--- src/rtl/core/frp_pkg.sv ---
// Package for the framed readback step regulator.
// Holds frame constants, register indexes, reset values and shared types.
// No dependencies.
package frp_pkg;

  localparam logic [7:0]  SYNC_LOW   = 8'hF0;
  localparam logic [7:0]  SYNC_HIGH  = 8'hF5;
  localparam logic [15:0] CHECK_WORD = 16'h5555;
  localparam logic [15:0] FULL_WORD  = 16'hFFFF;

  // Bytes held before the last byte of a frame arrives.
  localparam int unsigned FRAME_HELD = 11;
  localparam int unsigned POS_W      = $clog2(FRAME_HELD + 1);

  localparam int unsigned CFG_IDX_W  = 4;

  localparam logic [CFG_IDX_W-1:0] CFG_DAC_MAX     = 4'd0;
  localparam logic [CFG_IDX_W-1:0] CFG_DAC_MIN     = 4'd1;
  localparam logic [CFG_IDX_W-1:0] CFG_FAST_STEP   = 4'd2;
  localparam logic [CFG_IDX_W-1:0] CFG_SLOW_STEP   = 4'd3;
  localparam logic [CFG_IDX_W-1:0] CFG_BIAS_TARGET = 4'd4;
  localparam logic [CFG_IDX_W-1:0] CFG_BIAS_WINDOW = 4'd5;
  localparam logic [CFG_IDX_W-1:0] CFG_TOP_TARGET  = 4'd6;
  localparam logic [CFG_IDX_W-1:0] CFG_TOP_WINDOW  = 4'd7;

  localparam logic [15:0] RST_DAC_MAX     = 16'h5000;
  localparam logic [15:0] RST_DAC_MIN     = 16'h1A00;
  localparam logic [15:0] RST_FAST_STEP   = 16'd6;
  localparam logic [15:0] RST_SLOW_STEP   = 16'd1;
  localparam logic [15:0] RST_BIAS_TARGET = 16'd40000;
  localparam logic [15:0] RST_BIAS_WINDOW = 16'd6000;
  localparam logic [15:0] RST_TOP_TARGET  = 16'd2000;
  localparam logic [15:0] RST_TOP_WINDOW  = 16'd1000;
  localparam logic [15:0] RST_BIAS_DRIVE  = 16'h3000;
  localparam logic [15:0] RST_TOP_DRIVE   = 16'h1A00;

  typedef struct packed {
    logic [15:0] dac_max;
    logic [15:0] dac_min;
    logic [15:0] fast_step;
    logic [15:0] slow_step;
  } frp_limits_t;

  typedef struct packed {
    logic [7:0]  status;
    logic [15:0] top_one;
    logic [15:0] top_two;
    logic [15:0] bias;
    logic [2:0]  aux_select;
    logic [15:0] aux;
  } frp_frame_t;

endpackage

--- src/rtl/core/framed_readback_step_regulator_unit.sv ---
// Top level of the framed readback step regulator.
// Holds configuration, drive words and the result register.
// Depends on frp_pkg, frp_frame_asm and frp_step_reg.
// A result is registered and valid in the cycle after the last byte of a good frame is taken.
// Throughput: one byte per cycle while no result is stalled; the result register frees as it is taken.
// Reset: asynchronous, active low; hunting, default registers and drives.
module framed_readback_step_regulator_unit (
  input  logic                          clk_i,
  input  logic                          rst_ni,
  input  logic                          rx_valid_i,
  output logic                          rx_ready_o,
  input  logic [7:0]                    rx_byte_i,
  input  logic                          cfg_we_i,
  input  logic [frp_pkg::CFG_IDX_W-1:0] cfg_idx_i,
  input  logic [15:0]                   cfg_data_i,
  output logic                          out_valid_o,
  input  logic                          out_ready_i,
  output logic [7:0]                    status_byte_o,
  output logic [15:0]                   top_one_reading_o,
  output logic [15:0]                   top_two_reading_o,
  output logic [15:0]                   bias_reading_o,
  output logic [2:0]                    aux_select_o,
  output logic [15:0]                   aux_reading_o,
  output logic [15:0]                   bias_dac_o,
  output logic [15:0]                   top_dac_o
);
  import frp_pkg::*;

  frp_limits_t limits_q;
  logic [15:0] bias_target_q, bias_window_q, top_target_q, top_window_q;
  logic [15:0] bias_drive_q, top_drive_q;
  logic [15:0] bias_next, top_next, top_min;
  logic        out_valid_q, out_valid_d;
  logic        rx_acc, frame_ok;
  frp_frame_t  frame;
  frp_frame_t  res_q;
  logic [15:0] res_bias_q, res_top_q;

  assign rx_ready_o = !out_valid_q || out_ready_i;
  assign rx_acc     = rx_valid_i && rx_ready_o;

  frp_frame_asm u_frame (
    .clk_i      (clk_i),
    .rst_ni     (rst_ni),
    .byte_acc_i (rx_acc),
    .byte_i     (rx_byte_i),
    .frame_o    (frame),
    .frame_ok_o (frame_ok)
  );

  assign top_min = (frame.top_one >= frame.top_two) ? frame.top_two : frame.top_one;

  frp_step_reg u_bias_reg (
    .limits_i  (limits_q),
    .drive_i   (bias_drive_q),
    .reading_i (frame.bias),
    .target_i  (bias_target_q),
    .window_i  (bias_window_q),
    .drive_o   (bias_next)
  );

  frp_step_reg u_top_reg (
    .limits_i  (limits_q),
    .drive_i   (top_drive_q),
    .reading_i (top_min),
    .target_i  (top_target_q),
    .window_i  (top_window_q),
    .drive_o   (top_next)
  );

  always_ff @(posedge clk_i or negedge rst_ni) begin
    if (!rst_ni) begin
      limits_q.dac_max   <= RST_DAC_MAX;
      limits_q.dac_min   <= RST_DAC_MIN;
      limits_q.fast_step <= RST_FAST_STEP;
      limits_q.slow_step <= RST_SLOW_STEP;
      bias_target_q      <= RST_BIAS_TARGET;
      bias_window_q      <= RST_BIAS_WINDOW;
      top_target_q       <= RST_TOP_TARGET;
      top_window_q       <= RST_TOP_WINDOW;
    end else if (cfg_we_i) begin
      case (cfg_idx_i)
        CFG_DAC_MAX:     limits_q.dac_max   <= cfg_data_i;
        CFG_DAC_MIN:     limits_q.dac_min   <= cfg_data_i;
        CFG_FAST_STEP:   limits_q.fast_step <= cfg_data_i;
        CFG_SLOW_STEP:   limits_q.slow_step <= cfg_data_i;
        CFG_BIAS_TARGET: bias_target_q      <= cfg_data_i;
        CFG_BIAS_WINDOW: bias_window_q      <= cfg_data_i;
        CFG_TOP_TARGET:  top_target_q       <= cfg_data_i;
        CFG_TOP_WINDOW:  top_window_q       <= cfg_data_i;
        default: begin
        end
      endcase
    end
  end

  always_comb begin
    out_valid_d = out_valid_q;
    if (frame_ok) begin
      out_valid_d = 1'b1;
    end else if (out_ready_i) begin
      out_valid_d = 1'b0;
    end
  end

  always_ff @(posedge clk_i or negedge rst_ni) begin
    if (!rst_ni) begin
      out_valid_q  <= 1'b0;
      bias_drive_q <= RST_BIAS_DRIVE;
      top_drive_q  <= RST_TOP_DRIVE;
    end else begin
      out_valid_q <= out_valid_d;
      if (frame_ok) begin
        bias_drive_q <= bias_next;
        top_drive_q  <= top_next;
      end
    end
  end

  // Result payload is loaded only with a good frame; it needs no reset.
  always_ff @(posedge clk_i) begin
    if (frame_ok) begin
      res_q      <= frame;
      res_bias_q <= bias_next;
      res_top_q  <= top_next;
    end
  end

  assign out_valid_o       = out_valid_q;
  assign status_byte_o     = res_q.status;
  assign top_one_reading_o = res_q.top_one;
  assign top_two_reading_o = res_q.top_two;
  assign bias_reading_o    = res_q.bias;
  assign aux_select_o      = res_q.aux_select;
  assign aux_reading_o     = res_q.aux;
  assign bias_dac_o        = res_bias_q;
  assign top_dac_o         = res_top_q;

endmodule

--- src/rtl/core/frp_frame_asm.sv ---
// Frame assembler: hunts for a sync byte and collects the frame bytes.
// Flags the last byte of a frame whose check word is good.
// Depends on frp_pkg.
module frp_frame_asm (
  input  logic               clk_i,
  input  logic               rst_ni,
  input  logic               byte_acc_i,
  input  logic [7:0]         byte_i,
  output frp_pkg::frp_frame_t frame_o,
  output logic               frame_ok_o
);
  import frp_pkg::*;

  localparam logic [POS_W-1:0] LAST_POS = POS_W'(FRAME_HELD);

  logic [POS_W-1:0] pos_q, pos_d;
  logic [7:0]       bytes_q [FRAME_HELD];
  logic             is_sync;
  logic             store;

  assign is_sync = (byte_i >= SYNC_LOW) && (byte_i <= SYNC_HIGH);

  always_comb begin
    pos_d = pos_q;
    store = 1'b0;
    if (byte_acc_i) begin
      if (pos_q == '0) begin
        if (is_sync) begin
          pos_d = POS_W'(1);
          store = 1'b1;
        end
      end else if (pos_q < LAST_POS) begin
        pos_d = pos_q + POS_W'(1);
        store = 1'b1;
      end else begin
        pos_d = '0;
      end
    end
  end

  always_ff @(posedge clk_i or negedge rst_ni) begin
    if (!rst_ni) begin
      pos_q <= '0;
    end else begin
      pos_q <= pos_d;
    end
  end

  always_ff @(posedge clk_i) begin
    if (store) begin
      bytes_q[pos_q] <= byte_i;
    end
  end

  assign frame_ok_o = byte_acc_i && (pos_q == LAST_POS) &&
                      ({bytes_q[10], byte_i} == CHECK_WORD);

  assign frame_o.status     = bytes_q[1];
  assign frame_o.top_one    = {bytes_q[2], bytes_q[3]};
  assign frame_o.top_two    = {bytes_q[4], bytes_q[5]};
  assign frame_o.bias       = {bytes_q[6], bytes_q[7]};
  assign frame_o.aux_select = bytes_q[0][2:0];
  assign frame_o.aux        = {bytes_q[8], bytes_q[9]};

endmodule

--- src/rtl/core/frp_step_reg.sv ---
// One step of a stepping regulator: window compare, step and clamp.
// Purely combinational. Depends on frp_pkg.
module frp_step_reg (
  input  frp_pkg::frp_limits_t limits_i,
  input  logic [15:0]          drive_i,
  input  logic [15:0]          reading_i,
  input  logic [15:0]          target_i,
  input  logic [15:0]          window_i,
  output logic [15:0]          drive_o
);
  import frp_pkg::*;

  logic [15:0] lo;
  logic [16:0] hi_sum;
  logic [15:0] hi;
  logic [15:0] step;
  logic        go_down;
  logic        go_up;
  logic [15:0] dn_raw;
  logic [15:0] dn;
  logic [15:0] up_raw;
  logic [15:0] up;

  // Window bounds saturate at the ends of the 16-bit range.
  assign lo     = (window_i < target_i) ? (target_i - window_i) : '0;
  assign hi_sum = {1'b0, target_i} + {1'b0, window_i};
  assign hi     = hi_sum[16] ? FULL_WORD : hi_sum[15:0];

  always_comb begin
    go_down = 1'b0;
    go_up   = 1'b0;
    step    = limits_i.slow_step;
    if (reading_i > hi) begin
      go_down = 1'b1;
      step    = limits_i.fast_step;
    end else if (reading_i > target_i) begin
      go_down = 1'b1;
    end else if (reading_i < lo) begin
      go_up = 1'b1;
      step  = limits_i.fast_step;
    end else if (reading_i < target_i) begin
      go_up = 1'b1;
    end
  end

  assign dn_raw = (step < drive_i) ? (drive_i - step) : '0;
  assign dn     = (dn_raw < limits_i.dac_min) ? limits_i.dac_min : dn_raw;
  assign up_raw = ((FULL_WORD - step) > drive_i) ? (drive_i + step) : FULL_WORD;
  assign up     = (up_raw > limits_i.dac_max) ? limits_i.dac_max : up_raw;

  assign drive_o = go_down ? dn : (go_up ? up : drive_i);

endmodule

--- config.mk ---
export PLATFORM = sky130hd
export DESIGN_NAME = framed_readback_step_regulator_unit
export DESIGN_NICKNAME = d
export VERILOG_FILES = /design/src/rtl/core/frp_pkg.sv /design/src/rtl/core/framed_readback_step_regulator_unit.sv /design/src/rtl/core/frp_frame_asm.sv /design/src/rtl/core/frp_step_reg.sv
export SDC_FILE = /design/constraint.sdc
export NUM_CORES = 1
export LEC_CHECK = 0
export ABC_AREA = 1
export BUFFER_PORTS_ARGS = -buffer_cell sky130_fd_sc_hd__buf_2
export CORE_MARGIN = 4
export CORE_UTILIZATION = 40
export DETAILED_ROUTE_END_ITERATION = 16
export GPL_TIMING_DRIVEN = 1
export PLACE_DENSITY = 0.56
export SLEW_MARGIN = 20
export SYNTH_ARGS = -nofsm -noshare
export SYNTH_HDL_FRONTEND = slang
export SYNTH_SLANG_ARGS = --single-unit
--- constraint.sdc ---
create_clock -name clk_i -period 30.3 [get_ports clk_i]
set_input_delay 3.03 -clock clk_i [delete_from_list [all_inputs] [get_ports clk_i]]
set_output_delay 3.03 -clock clk_i [all_outputs]
set_load 0.05 [all_outputs]
# Word level (Yosys, flattened, before mapping)
# Memories as Yosys holds them, arrays and structs flattened. A register that Yosys moved wholly into a read port is not among the register bits.
# Cells that the tools add are included.
word_totals:
  register_bits: 245
  ramBits: 88
  input_bits: 33
  out_inout_bits: 109
  elab_cells: 125
  mem_count: 1
classes:
  add_sub_neg: 11
  order_cmp: 22
  eq_ne: 10
  mux: 46
  reduce_logical: 18
mem_list:
  columns: ["memory", "depth", "width", "read_ports", "rd_clocked_by_memory_dff", "write_ports", "line_no", "rtl"]
  rows:
  - ["u_frame.bytes_q", 11, 8, 11, 4, 1, "frp_frame_asm.sv:17", "logic [7:0] bytes_q [FRAME_HELD];"]
ops:
  columns: ["op", "count"]
  rows:
  - ["$mux 16", 23]
  - ["$lt 16x16->1", 10]
  - ["$gt 16x16->1", 8]
  - ["$sub 16x16->16", 4]
  - ["$add 16x16->17", 2]
  - ["$add 16x16->16", 2]
  - ["$sub 16x16->16 const A", 2]
  - ["$mux 1", 20]
  - ["$reduce_and 2->1", 9]
  - ["$eq 16x15->1 const B", 1]
  - ["$eq 4x3->1 const B", 4]
  - ["$ge 16x16->1", 1]
  - ["$mux 4", 3]
  - ["$eq 4x2->1 const B", 2]
  - ["$ge 8x8->1 const B", 1]
  - ["$le 8x8->1 const B", 1]
  - ["$logic_not 4->1", 2]
  - ["$add 4x1->4 const B", 1]
  - ["$eq 4x1->1 const B", 1]
  - ["$eq 4x4->1 const B", 1]
  - ["$logic_and 1x1->1", 4]
  - ["$lt 4x4->1 const B", 1]
  - ["$ne 2x1->1 const B", 1]
  - ["$reduce_bool 2->1", 1]
  - ["2 further kinds", 2]

# Longest topological paths before layout
# Gate-level depths: netlist (run 1).
depth:
  ltp_word: 13
  depth_mapped: 61
  depth_no_buf: 59

# Cells and area by module
# From an unflattened synthesis (run 1), not the netlist that was laid out.
hier_totals:
  hier_cells: 3339
  area_unflattened_um2: 26844.5
modules_own_cells:
  columns: ["mod", "n_inst", "cells_per_inst", "area_per_inst_um2", "seq_area_each_um2"]
  rows:
  - ["framed_readback_step_regulator_unit", 1, 809, 9885.7, 7288.2]
  - ["frp_step_reg at u_bias_reg", 1, 1193, 6962.9, 0.0]
  - ["frp_step_reg at u_top_reg", 1, 1170, 6914.1, 0.0]
  - ["frp_frame_asm", 1, 167, 3081.7, 2592.5]

# Least setup slack after synthesis (run 1)
# Ideal clock, no wire load.
synth_path:
  path_kind: "input -> register"
  start: "in out_ready_i"
  end: "reg aux_reading_o[0] (netlist name)"
  setup_ps: 836
  arrival_time_ps: 13852
  required_time_ps: 29464
  setup_slack_ps: 15612
  cell_stages: 6
  n_path_buf: 0
  path_cell_list: "inv_1 nand2_1 nand2_1 inv_1 nand4_1 nor4_1"
synth_between:
  elab_chain_len: 4
synth_rtl:
  columns: ["element", "line_no", "rtl"]
  rows:
  - ["from (decl)", "framed_readback_step_regulator_unit.sv:17", "input logic out_ready_i,"]
  - ["$logic_or 1x1->1", "framed_readback_step_regulator_unit.sv:39", "assign rx_ready_o = !out_valid_q || out_ready_i;"]
  - ["net rx_ready_o", "framed_readback_step_regulator_unit.sv:11", "output logic rx_ready_o,"]
  - ["$logic_and 1x1->1", "framed_readback_step_regulator_unit.sv:40", "assign rx_acc = rx_valid_i && rx_ready_o;"]
  - ["$logic_and 1x1->1 (2 in series)", "frp_frame_asm.sv:55", "assign frame_ok_o = byte_acc_i && (pos_q == LAST_POS) &&"]
  - ["net frame_ok", "framed_readback_step_regulator_unit.sv:34", "logic rx_acc, frame_ok;"]
# The timed path passes the listed nets, and every way through them passes these cells.
# A chain may end at the register's enable or synchronous reset.

# Worst setup path in the final report (run 1)
layout_path:
  start: "reg bias_target_q[0]"
  end: "reg res_bias_q[11] (netlist: bias_dac_o[11]), data pin"
layout_between:
  elab_chain_len: 13
  elab_cells_between_ends: 31
  classes_between: "add/sub (5); order compare (9); mux (17)"
layout_rtl:
  columns: ["element", "line_no", "rtl"]
  rows:
  - ["from (decl)", "framed_readback_step_regulator_unit.sv:30", "logic [15:0] bias_target_q, bias_window_q, top_target_q, top_window_q;"]
  - ["from (signal assigned)", "framed_readback_step_regulator_unit.sv:87", "CFG_BIAS_TARGET: bias_target_q <= cfg_data_i;"]
  - ["$sub 16x16->16 / $lt 16x16->1 (equally long branches)", "frp_step_reg.sv:25", "assign lo = (window_i < target_i) ? (target_i - window_i) : '0;"]
  - ["$mux 16", "frp_step_reg.sv:25", null]
  - ["$lt 16x16->1", "frp_step_reg.sv:38", "end else if (reading_i < lo) begin"]
  - ["$mux 16", "frp_step_reg.sv:38", null]
  - ["$mux 16", "frp_step_reg.sv:36", "end else if (reading_i > target_i) begin"]
  - ["$mux 16", "frp_step_reg.sv:33", "if (reading_i > hi) begin"]
  - ["$sub 16x16->16", "frp_step_reg.sv:48", "assign up_raw = ((FULL_WORD - step) > drive_i) ? (drive_i + step) : FULL_WORD;"]
  - ["$gt 16x16->1", "frp_step_reg.sv:48", null]
  - ["$mux 16", "frp_step_reg.sv:48", null]
  - ["$gt 16x16->1", "frp_step_reg.sv:49", "assign up = (up_raw > limits_i.dac_max) ? limits_i.dac_max : up_raw;"]
  - ["$mux 16", "frp_step_reg.sv:49", null]
  - ["$mux 16", "frp_step_reg.sv:51", "assign drive_o = go_down ? dn : (go_up ? up : drive_i);"]
  - ["$mux 16 *", "frp_step_reg.sv:51", null]
  - ["net bias_next[11]", "framed_readback_step_regulator_unit.sv:32", "logic [15:0] bias_next, top_next, top_min;"]
  - ["to (signal assigned)", "framed_readback_step_regulator_unit.sv:124", "res_bias_q <= bias_next;"]
  - ["to (decl)", "framed_readback_step_regulator_unit.sv:37", "logic [15:0] res_bias_q, res_top_q;"]
# Mark *: on every way through the listed nets, which the timed path passes. The rest lies on a longest branch.

==> results of run 1 <==
## kinds of logic after synthesis
logic type / count (synthesis)
compound gates: 608
xor+xnor: 39
fa+ha+maj: 353
buf+inv: 514
flops: 355
simple gates: 1257
## cells in the mapped netlist, drive strengths merged, types with 9 or more instances
cell type	instances	area, µm²
a211oi	12	90.1
a21o	9	67.6
a21oi	232	1170
a31oi	14	93.8
and2	26	163
buf	29	216
clkbuf	48	191
dfrtp	128	3200
dfstp	37	972
edfxtp	190	5710
ha	345	4320
inv	434	1630
nand2	725	2810
nand3	218	1160
nand4	39	244
nor2	186	698
nor3	27	145
o21ai	286	1500
o21bai	14	105
or2	23	146
xor2	35	307
## through the flow
step / worst slack [ns] / utilization / hold WS, ns / instances / total power, µW
global route: 18.90 / 0.453 / 0.424 / 4130 / 3420
CTS: 19.81 / 0.452 / 0.419 / 4129 / 3120
detailed placement: 19.81 / 0.428 / 0.407 / 4050 / 2560
finish: 20.03 / 0.453 / 0.414 / 4130 / 3130
floorplan: 15.61 / - / 0.400 / 3126 / 2030
global placement: 19.98 / 0.428 / 0.402 / 4050 / 2540
## worst paths after layout
check | end | from | depth (start not counted)
worst max-delay path | bias_dac_o[11] | bias_target_q[0] | 49
worst min-delay path | aux_reading_o[4] | u_frame.bytes_q[9][4] | 0
worst max register to register | bias_dac_o[11] | bias_target_q[0] | 49
worst min register to register | aux_reading_o[4] | u_frame.bytes_q[9][4] | 0
max in group asynchronous | limits_q[22] | rst_ni | 2
min in group asynchronous | bias_drive_q[8] | rst_ni | 1
## flip-flops by register name, summed over array words and instances (netlist names), 3 cells and up
name and count:
top_dac_o 16, bias_target_q 16, bias_window_q 16, bias_reading_o 16, aux_reading_o 16, top_two_reading_o 16
top_window_q 16, top_drive_q 16, top_target_q 16, bias_drive_q 16, status_byte_o 8, aux_select_o 3
u_frame.bytes_q 83, top_one_reading_o 16, limits_q 64, bias_dac_o 16, u_frame.pos_q 4
## layout by cell type, fill, tap and decap left out, types with 37 or more instances in the layout
master     Yosys  layout
nand2_1      705     703
a21oi_1      229     229
buf_2         13     140
dfstp_2       37      37
edfxtp_1     190     190
dfrtp_1      128     128
clkbuf_16      0      46
inv_1        422     422
nor2_1       186     185
ha_1         345     345
nand3_1      204     203
o21ai_0      261     261
nand4_1       39      39
## per-layer routing
layer	track usage	wire (µm)	part of all wire
met4	0.103	4030	0.047
met2	0.422	40200	0.47
met5	0	14	0.00016
met3	0.0326	4300	0.050
met1	0.322	36800	0.43
## layout make-up
type | count | area (µm²) | share of cell area
multi-input combinational | 2257 | 13700 | 0.479
sequential | 355 | 9880 | 0.345
inverter | 437 | 1650 | 0.0575
clock buffer | 59 | 1240 | 0.0433
tap | 846 | 1060 | 0.0370
timing repair buffer | 156 | 828 | 0.0289
clock inverter | 20 | 272 | 0.00948
## power breakdown
part	switching, µW	total (µW)	internal (µW)
Sequential	49.8	631	581
Clock	218	551	333
Combinational	1340	1950	613
==> metrics.md, run 1 <==
| Metric | Value |
|---|---|
| Status | finished, final reports clean |
| Clk slew on worst S/H paths | 0.06 ns |
| Vias in the first global route | 21600 |
| Clock root cell | clkbuf_16 |
| Post-synthesis xor/xnor area fraction | 0.0133 |
| CTS Hold Bufs | 0 |
| Syn Std Cell Area | 25600 µm² |
| GPL Wtd Cong | 0.992 |
| Avg WL per Cell | 20.7 µm |
| PortBufs | 141 |
| Worst Path Buf+Inv | 3 |
| CTS H-tree lvls | 2 |
| Syn_nets | 3512 |
| Measured slew at the worst slew-check pin | 1.12 ns |
| Critical path's slowest cell | o21ai_0 |
| Setup_tns | 0 ns |
| Die Ht | 261 µm |
| Prevailing post-synth register cell | edfxtp_1 |
| Worst VDD drop | 53.0 µV |
| Area Overhead vs Synth | 11.9% |
| Row cnt | 92 |
| Cell count after synthesis | 3126 |
| All-Layer GR Usage | 0.249 |
| Syn Area/Cell | 8.19 µm² |
| HP Class | flop to flop |
| Placed cell area | 27100 µm² |
| Grt total ovfl | 0 |
| Drt pass-1 iters | 5 |
| RSZ-0062 raised after global routing | false |
| Synthesized flop and latch total | 355 |
| WL final | 85.4 mm |
| Layout cells sized above 1 | 0.112 |
| Seq/Total Area, Yosys | 0.386 |
| Final hold violation count | 0 |
| Via-to-Cell Ratio | 5.28 |
| Minimum clock period | 10.27 ns |
| Design area | 28600 µm² |
| Critical Path AT | 10.60 ns |
| Warnings from Yosys | 0 |
| Final Net Count | 3636 |
| CTS Sinks | 355 |
| Crit-path max FO | 32 |
| Largest net degree at the start of global routing | 72 |
| Reg-to-reg slack, setup | 20.03 ns |
| Remaining DRCs | 0 |
| Mux cell area share after synthesis | 0 |
| Initial antenna violation count | 3 |
| Fmax | 97.4 MHz |
| Crit start category | flop |
| Crit share post-route | 0.339 |
| Core area | 63200 µm² |
| Compound-gate portion of the synthesized area | 0.132 |
| Antenna Nets Post-Route | 0 |
| Req. time, crit path | 30.64 ns |
| # IOs | 142 |
| First-pass GRT wire length | 130 mm |
| Largest stage delay on the critical path | 0.83 ns |
| Initial cell density of the core | 0.405 |
| Die area | 68100 µm² |
| CTS tree | built |
| Die X | 261 µm |
| PD cells | 109 nW/µm² |
| Fillers | 6298 |
| Synth unique cells | 64 |
| Total CTS buffers | 43 |
| Cell mode on critical path | nand2_1 |
| Simple-gate area share of the yosys netlist | 0.214 |
| Max-slew headroom | 0.251 |
| Vias | 21800 |
| CP top delay family | compound AO/OA/AOI/OAI gates |
| Worst Setup End Kind | flop |
| CTS Buffer Depth | 3 |
| Final Setup Violations | 0 |
| Setup Buffers After CTS | 0 |
| Adder-Cell Fraction of Synth Area | 0.175 |
| Async SR Flop Fraction | 0.465 |
| N_diodes | 0 |
| DR iter-0 viols | 1716 |
| Post-cts sizing count | 0 |
| Combinational family with the most area after synthesis | simple AND/OR/NAND/NOR gates |
| Final Max Slew Viols | 0 |
| Post-DP HPWL | 67.6 mm |
| Clock Skew | 0.0222 ns |
| P_leak | 0.0136 µW |
| Worst Path Class, Setup | flop to flop |
| Max-cap violations | 0 |
| Number of synthesized flops with an enable pin | 190 |
| Clk_lat worst skew | 0.60 ns |
Note: power is estimated with default switching activity, not from simulation.
==> inputs of run 2 (changes only) <==
clock period = 10.08 ns   (was 30.3 ns; I/O delays follow)
==> metrics.md, run 2 (synthesized netlist as in run 1, its figures left out) <==
| Metric | Value |
|---|---|
| Final hold violation count | 0 (unchanged) |
| CTS Buffer Depth | 3 (unchanged) |
| Fillers | 6267 (-0.49%) |
| Setup_tns | 0 ns (unchanged) |
| Critical Path AT | 9.77 ns (-0.83 ns) |
| Placed cell area | 27100 µm² (+0.23%) |
| Vias | 22000 (+0.63%) |
| Clk slew on worst S/H paths | 0.06 ns (about the same) |
| Area Overhead vs Synth | 12.1% |
| Clock root cell | clkbuf_16 |
| Initial cell density of the core | 0.405 (unchanged) |
| HP Class | flop to flop |
| Worst Setup End Kind | flop |
| Core area | 63200 µm² (unchanged) |
| PD cells | 327 nW/µm² (+200%) |
| Initial antenna violation count | 2 (-1) |
| # IOs | 142 (unchanged) |
| Row cnt | 92 (unchanged) |
| P_sw | 4820 µW (+200%) |
| Crit share post-route | 0.938 (+0.599) |
| Design area | 28700 µm² (+0.20%) |
| CTS H-tree lvls | 2 (unchanged) |
| Measured slew at the worst slew-check pin | 1.06 ns (-0.0596 ns) |
| Clk_lat worst skew | 0.58 ns (-0.02 ns) |
| GPL Wtd Cong | 1.05 (+6.0%) |
| Status | finished, final reports clean |
| Crit-path max FO | 32 (unchanged) |
| Clock network power share | 0.162 (-0.014) |
| P_leak | 0.0137 µW (about the same) |
| Max-cap violations | 0 (unchanged) |
| Layout cells sized above 1 | 0.120 (+0.00834) |
| Most flops, register | u_frame.bytes_q |
| Cell mode on critical path | nand2_1 |
| Final Max Slew Viols | 0 (unchanged) |
| Final Setup Violations | 0 (unchanged) |
| Largest register FFs | 83 (unchanged) |
| Clock Skew | 0.0312 ns (+0.00898 ns) |
| Power share of the sequential group | 0.204 (+0.003) |
| Most frequent cells in the layout | nand2_1 (701), inv_1 (421), ha_1 (343) |
| Post-DP HPWL | 66.2 mm (-2.0%) |
| DR iter-0 viols | 1748 (+1.9%) |
| Most common cell after layout, fill and taps aside | nand2_1 |
| Vias in the first global route | 21600 (-0.18%) |
| Largest stage delay on the critical path | 0.44 ns (-0.39 ns) |
| Logic pwr share | 0.634 (+0.011) |
| PortBufs | 141 (unchanged) |
| Minimum clock period | 9.45 ns (-0.814 ns) |
| WL final | 85.0 mm (-0.49%) |
| Critical path's slowest cell | fa_1 |
| Total CTS buffers | 42 (-2.3%) |
| Pint | 4550 µW (+200%) |
| Max-slew headroom | 0.287 (+0.0361) |
| Final Net Count | 3642 (+0.17%) |
| Grt total ovfl | 0 (unchanged) |
| Post-Route Utilization | 0.454 (+0.000891) |
| Worst VDD drop | 172 µV (+220%) |
| First-pass GRT wire length | 129 mm (-0.74%) |
| Die Ht | 261 µm (unchanged) |
| Largest net degree at the start of global routing | 67 (-6.9%) |
| Drt pass-1 iters | 6 (+1) |
| Req. time, crit path | 10.40 ns (-20.24 ns) |
| Remaining DRCs | 0 (unchanged) |
| Via-to-Cell Ratio | 5.31 (+0.46%) |
| Crit start category | flop |
| RSZ-0062 raised after global routing | false |
| Antenna Nets Post-Route | 0 (unchanged) |
| Sw Share | 0.514 (+0.00151) |
| CTS tree | built |
| CTS Sinks | 355 (unchanged) |
| Die X | 261 µm (unchanged) |
| Die area | 68100 µm² (unchanged) |
| Avg WL per Cell | 20.5 µm (-0.66%) |
| All-Layer GR Usage | 0.247 (-0.00234) |
| Fmax | 106 MHz (+8.6%) |
| Largest regs | u_frame.bytes_q x83, limits_q x64 |
| Worst Path Class, Setup | flop to flop |
-- run 2: cell count changes in the layout (fill, tap and decap cells not counted), moves of 3 or more --
cell,delta
o21ai_0,-16
o21ai_2,+9
clkbuf_1,-6
clkinv_1,+5
buf_4,+4
o21ai_1,+4
bufinv_16,-3
clkbuf_16,-3
o21ai_4,+3
-- run 2: stage by stage --
step	hold slack (ns)	cells	total power, µW	worst slack, ns
6_report	0.412	4137	9370	0.626
5_1_grt	0.420	4136	10200	0.0227
4_1_cts	0.410	4132	9210	0.100
3_5_place_dp	0.406	4055	7610	-0.957
3_3_place_gp	0.402	4053	7560	-1.06
2_1_floorplan	0.400	3126	6090	1.95
-- run 2: routing by layer --
metal	track usage	wire [µm]
met1	0.325	36900
met2	0.412	39600
met3	0.0328	4660
met4	0.100	3880
met5	0	13
-- run 2: power by group through the flow --
stage / sequential, µW / clock, µW / combinational [µW]
after global routing: 1930 / 1610 / 6680
after floorplan: 1850 / 0 / 4240
after detailed placement: 1930 / 0 / 5680
after global placement: 1930 / 0 / 5630
after CTS: 1910 / 1560 / 5750
final: 1910 / 1520 / 5940
-- run 2: area by class of cell --
type / count / area [µm²] / area share
Clock inverter: 27 / 223 / 0.00776
Inverter: 437 / 1650 / 0.0574
Timing Repair Buffer: 162 / 890 / 0.0310
Sequential cell: 355 / 9880 / 0.345
Antenna cell: 2 / 5.00 / 0.000174
Clock buffer: 50 / 1140 / 0.0398
Tap cell: 846 / 1060 / 0.0369
Multi-Input combinational cell: 2258 / 13800 / 0.482
-- run 2: worst paths after layout --
check                                           start  slack (ns)  cells past startpoint               end
worst min register to register  u_frame.bytes_q[1][1]        0.41                      0  status_byte_o[1]
max in group asynchronous                      rst_ni        8.37                      2   top_window_q[4]
worst min-delay path            u_frame.bytes_q[1][1]        0.41                      0  status_byte_o[1]
worst max register to register       bias_target_q[0]        0.63                     52    bias_dac_o[14]
min in group asynchronous                      rst_ni        0.44                      1   bias_drive_q[3]
worst max-delay path                 bias_target_q[0]        0.63                     52    bias_dac_o[14]
-- run 2: timing repair --
item,CTS,global route
setup endpoints to repair,32,62
pin swaps,0,5
setup buffers,0,2
gates resized for setup,18,31
hold buffers,0,0
gates cloned,0,1
-- run 2: critical path, delay by kind of cell (launching register included) --
kind / cells / cell delay [ns]
flip-flops: 1 / 0.42
buffers and inverters: 5 / 0.58
AO/OA/AOI/OAI: 20 / 3.53
adder cells (fa/ha/maj): 6 / 1.82
AND/OR/NAND/NOR: 21 / 2.78
==> inputs of run 3 (changes only) <==
CORE_ASPECT_RATIO = 0.9   (was not set)
==> metrics.md, run 3 (synthesized netlist as in run 1, its figures left out) <==
| Metric | Value |
|---|---|
| Status | finished, final reports clean |
| Largest regs | u_frame.bytes_q x83, limits_q x64 |
| Critical Path AT | 9.82 ns (+0.05 ns) |
| Fillers | 6279 (+0.19%) |
| WL final | 86.8 mm (+2.1%) |
| DR iter-0 viols | 2101 (+20%) |
| Die area | 68100 µm² (about the same) |
| PortBufs | 141 (unchanged) |
| Most flops, register | u_frame.bytes_q |
| GPL Wtd Cong | 1.01 (-3.9%) |
| Antenna Nets Post-Route | 0 (unchanged) |
| Vias | 22200 (+1.3%) |
| Area Overhead vs Synth | 12.3% |
| Area of the multi-input gates | 13700 µm² (-0.73%) |
| Avg WL per Cell | 21.0 µm (+2.0%) |
| Post-route insts no fill | 4141 (+0.097%) |
| FF+latch area | 9880 µm² (about the same) |
| Pre-CTS setup slack | -0.0804 ns (+0.877 ns) |
| CTS Sinks | 355 (unchanged) |
| Req. time, crit path | 10.43 ns (+0.03 ns) |
| CTS tree | built |
| Clock root cell | clkbuf_16 |
| Initial cell density of the core | 0.406 (+0.00109) |
| Vias in the first global route | 21400 (-0.72%) |
| Core area | 63000 µm² (-0.27%) |
| Row cnt | 87 (-5.4%) |
| Minimum clock period | 9.48 ns (+0.0227 ns) |
| PD cells | 331 nW/µm² (+1.2%) |
| WHS | 0.414 ns (+0.00185 ns) |
| Worst Setup End Kind | flop |
| Initial antenna violation count | 2 (unchanged) |
| CTS H-tree lvls | 2 (unchanged) |
| Via-to-Cell Ratio | 5.37 (+1.2%) |
| P_leak | 0.0137 µW (+0.28%) |
| Total CTS buffers | 41 (-2.4%) |
| Max-cap violations | 0 (unchanged) |
| Most frequent cells in the layout | nand2_1 (701), inv_1 (421), ha_1 (344) |
| Remaining DRCs | 0 (unchanged) |
| Crit-path max FO | 32 (unchanged) |
| Max-slew headroom | 0.313 (+0.0258) |
| Most common cell after layout, fill and taps aside | nand2_1 |
| Post-route setup slack | 0.603 ns (-0.0227 ns) |
| Measured slew at the worst slew-check pin | 1.03 ns (-0.0330 ns) |
| Die X | 275 µm (+5.2%) |
| Clk_lat worst skew | 0.61 ns (+0.03 ns) |
| Grt total ovfl | 0 (unchanged) |
| Largest net degree at the start of global routing | 73 (+9.0%) |
| # IOs | 142 (unchanged) |
| Post-DP HPWL | 68.7 mm (+3.8%) |
| First-pass GRT wire length | 132 mm (+2.0%) |
| Critical path's slowest cell | fa_1 |
| Largest stage delay on the critical path | 0.47 ns (+0.03 ns) |
| Final Setup Violations | 0 (unchanged) |
| Final Max Slew Viols | 0 (unchanged) |
| Crit start category | flop |
| Layout cells sized above 1 | 0.119 (-0.00170) |
| Placed cells | 4062 (+0.17%) |
| Die Ht | 248 µm (-5.0%) |
| Drt pass-1 iters | 6 (unchanged) |
| Largest register FFs | 83 (unchanged) |
| Clock Skew | 0.0396 ns (+0.00848 ns) |
| Cell mode on critical path | nand2_1 |
| Worst VDD drop | 266 µV (+54%) |
| All-Layer GR Usage | 0.254 (+0.00720) |
| Final Net Count | 3647 (+0.14%) |
| Final hold violation count | 0 (unchanged) |
| Fmax | 106 MHz (-0.24%) |
| Crit share post-route | 0.940 (+0.00226) |
| CTS Buffer Depth | 3 (unchanged) |
| Clk slew on worst S/H paths | 0.06 ns (about the same) |
| CTS Hold Bufs | 0 (unchanged) |
| Worst Path Class, Setup | flop to flop |
| HP Class | flop to flop |
-- run 3: cell count changes in the layout (fill, tap and decap cells not counted), sizes merged --
cell      previous run  this run
clkinvlp             1         5
nand2              726       725
bufinv               2         5
clkbuf              50        47
inv                440       436
buf                162       169
clkinv              21        20
-- run 3: final timing paths --
check / startpoint / to / slack (ns) / cells after the start
worst min-delay path: u_frame.bytes_q[1][3] / status_byte_o[3] / 0.41 / 0
min in group asynchronous: rst_ni / top_window_q[1] / 0.45 / 1
max in group asynchronous: rst_ni / top_drive_q[14] / 8.32 / 2
worst max-delay path: bias_target_q[1] / bias_dac_o[3] / 0.60 / 52
worst max register to register: bias_target_q[1] / bias_dac_o[3] / 0.60 / 52
worst min register to register: u_frame.bytes_q[1][3] / status_byte_o[3] / 0.41 / 0
-- run 3: power by group --
group	leakage [µW]	internal, µW	switching (µW)
Sequential	0.00375	1750	162
Clock	0.000712	944	674
Combinational	0.00923	1910	4070
-- run 3: per-layer routing --
metal,up-vias,global-route usage,share of wire
met1,10700,0.378,0.48
met5,-,0,0
met2,732,0.388,0.43
met3,106,0.0420,0.076
li1,10700,-,-
met4,0,0.0555,0.021
-- run 3: final cells by class --
cell class | instances | area share
clock buffers | 47 | 0.0390
diodes | 2 | 0.000174
multi-input cells | 2257 | 0.478
repair buffers | 169 | 0.0321
flip-flops and latches | 355 | 0.344
clock inverters | 29 | 0.0127
inverters | 437 | 0.0573
well taps | 845 | 0.0368
-- run 3: repair_timing --
action | 4_1_cts | 5_1_grt
pin swaps | 0 | 1
endpoints found under the setup margin | 4 | 32
gates resized for setup | 1 | 22
buffers inserted | 0 | 1
-- run 3: worst max-delay path: cells and delay by family (launching register included) --
family | cells | cell delay [ns]
buf+inv | 6 | 0.93
compound gates | 21 | 3.49
simple gates | 20 | 2.54
flops | 1 | 0.46
fa+ha+maj | 5 | 1.74
-- run 3: per-stage QoR --
| stage | total power, µW | utilization | setup TNS [ns] | cell area, µm² |
|---|---|---|---|---|
| after floorplan | 6090 | - | 0 | 25600 |
| after global placement | 7690 | 0.431 | -0.0799 | 27200 |
| after detailed placement | 7740 | 0.431 | -0.174 | 27200 |
| after CTS | 9400 | 0.455 | 0 | 28700 |
| after global routing | 10400 | 0.456 | -0.0173 | 28700 |
| final | 9500 | 0.456 | 0 | 28700 |
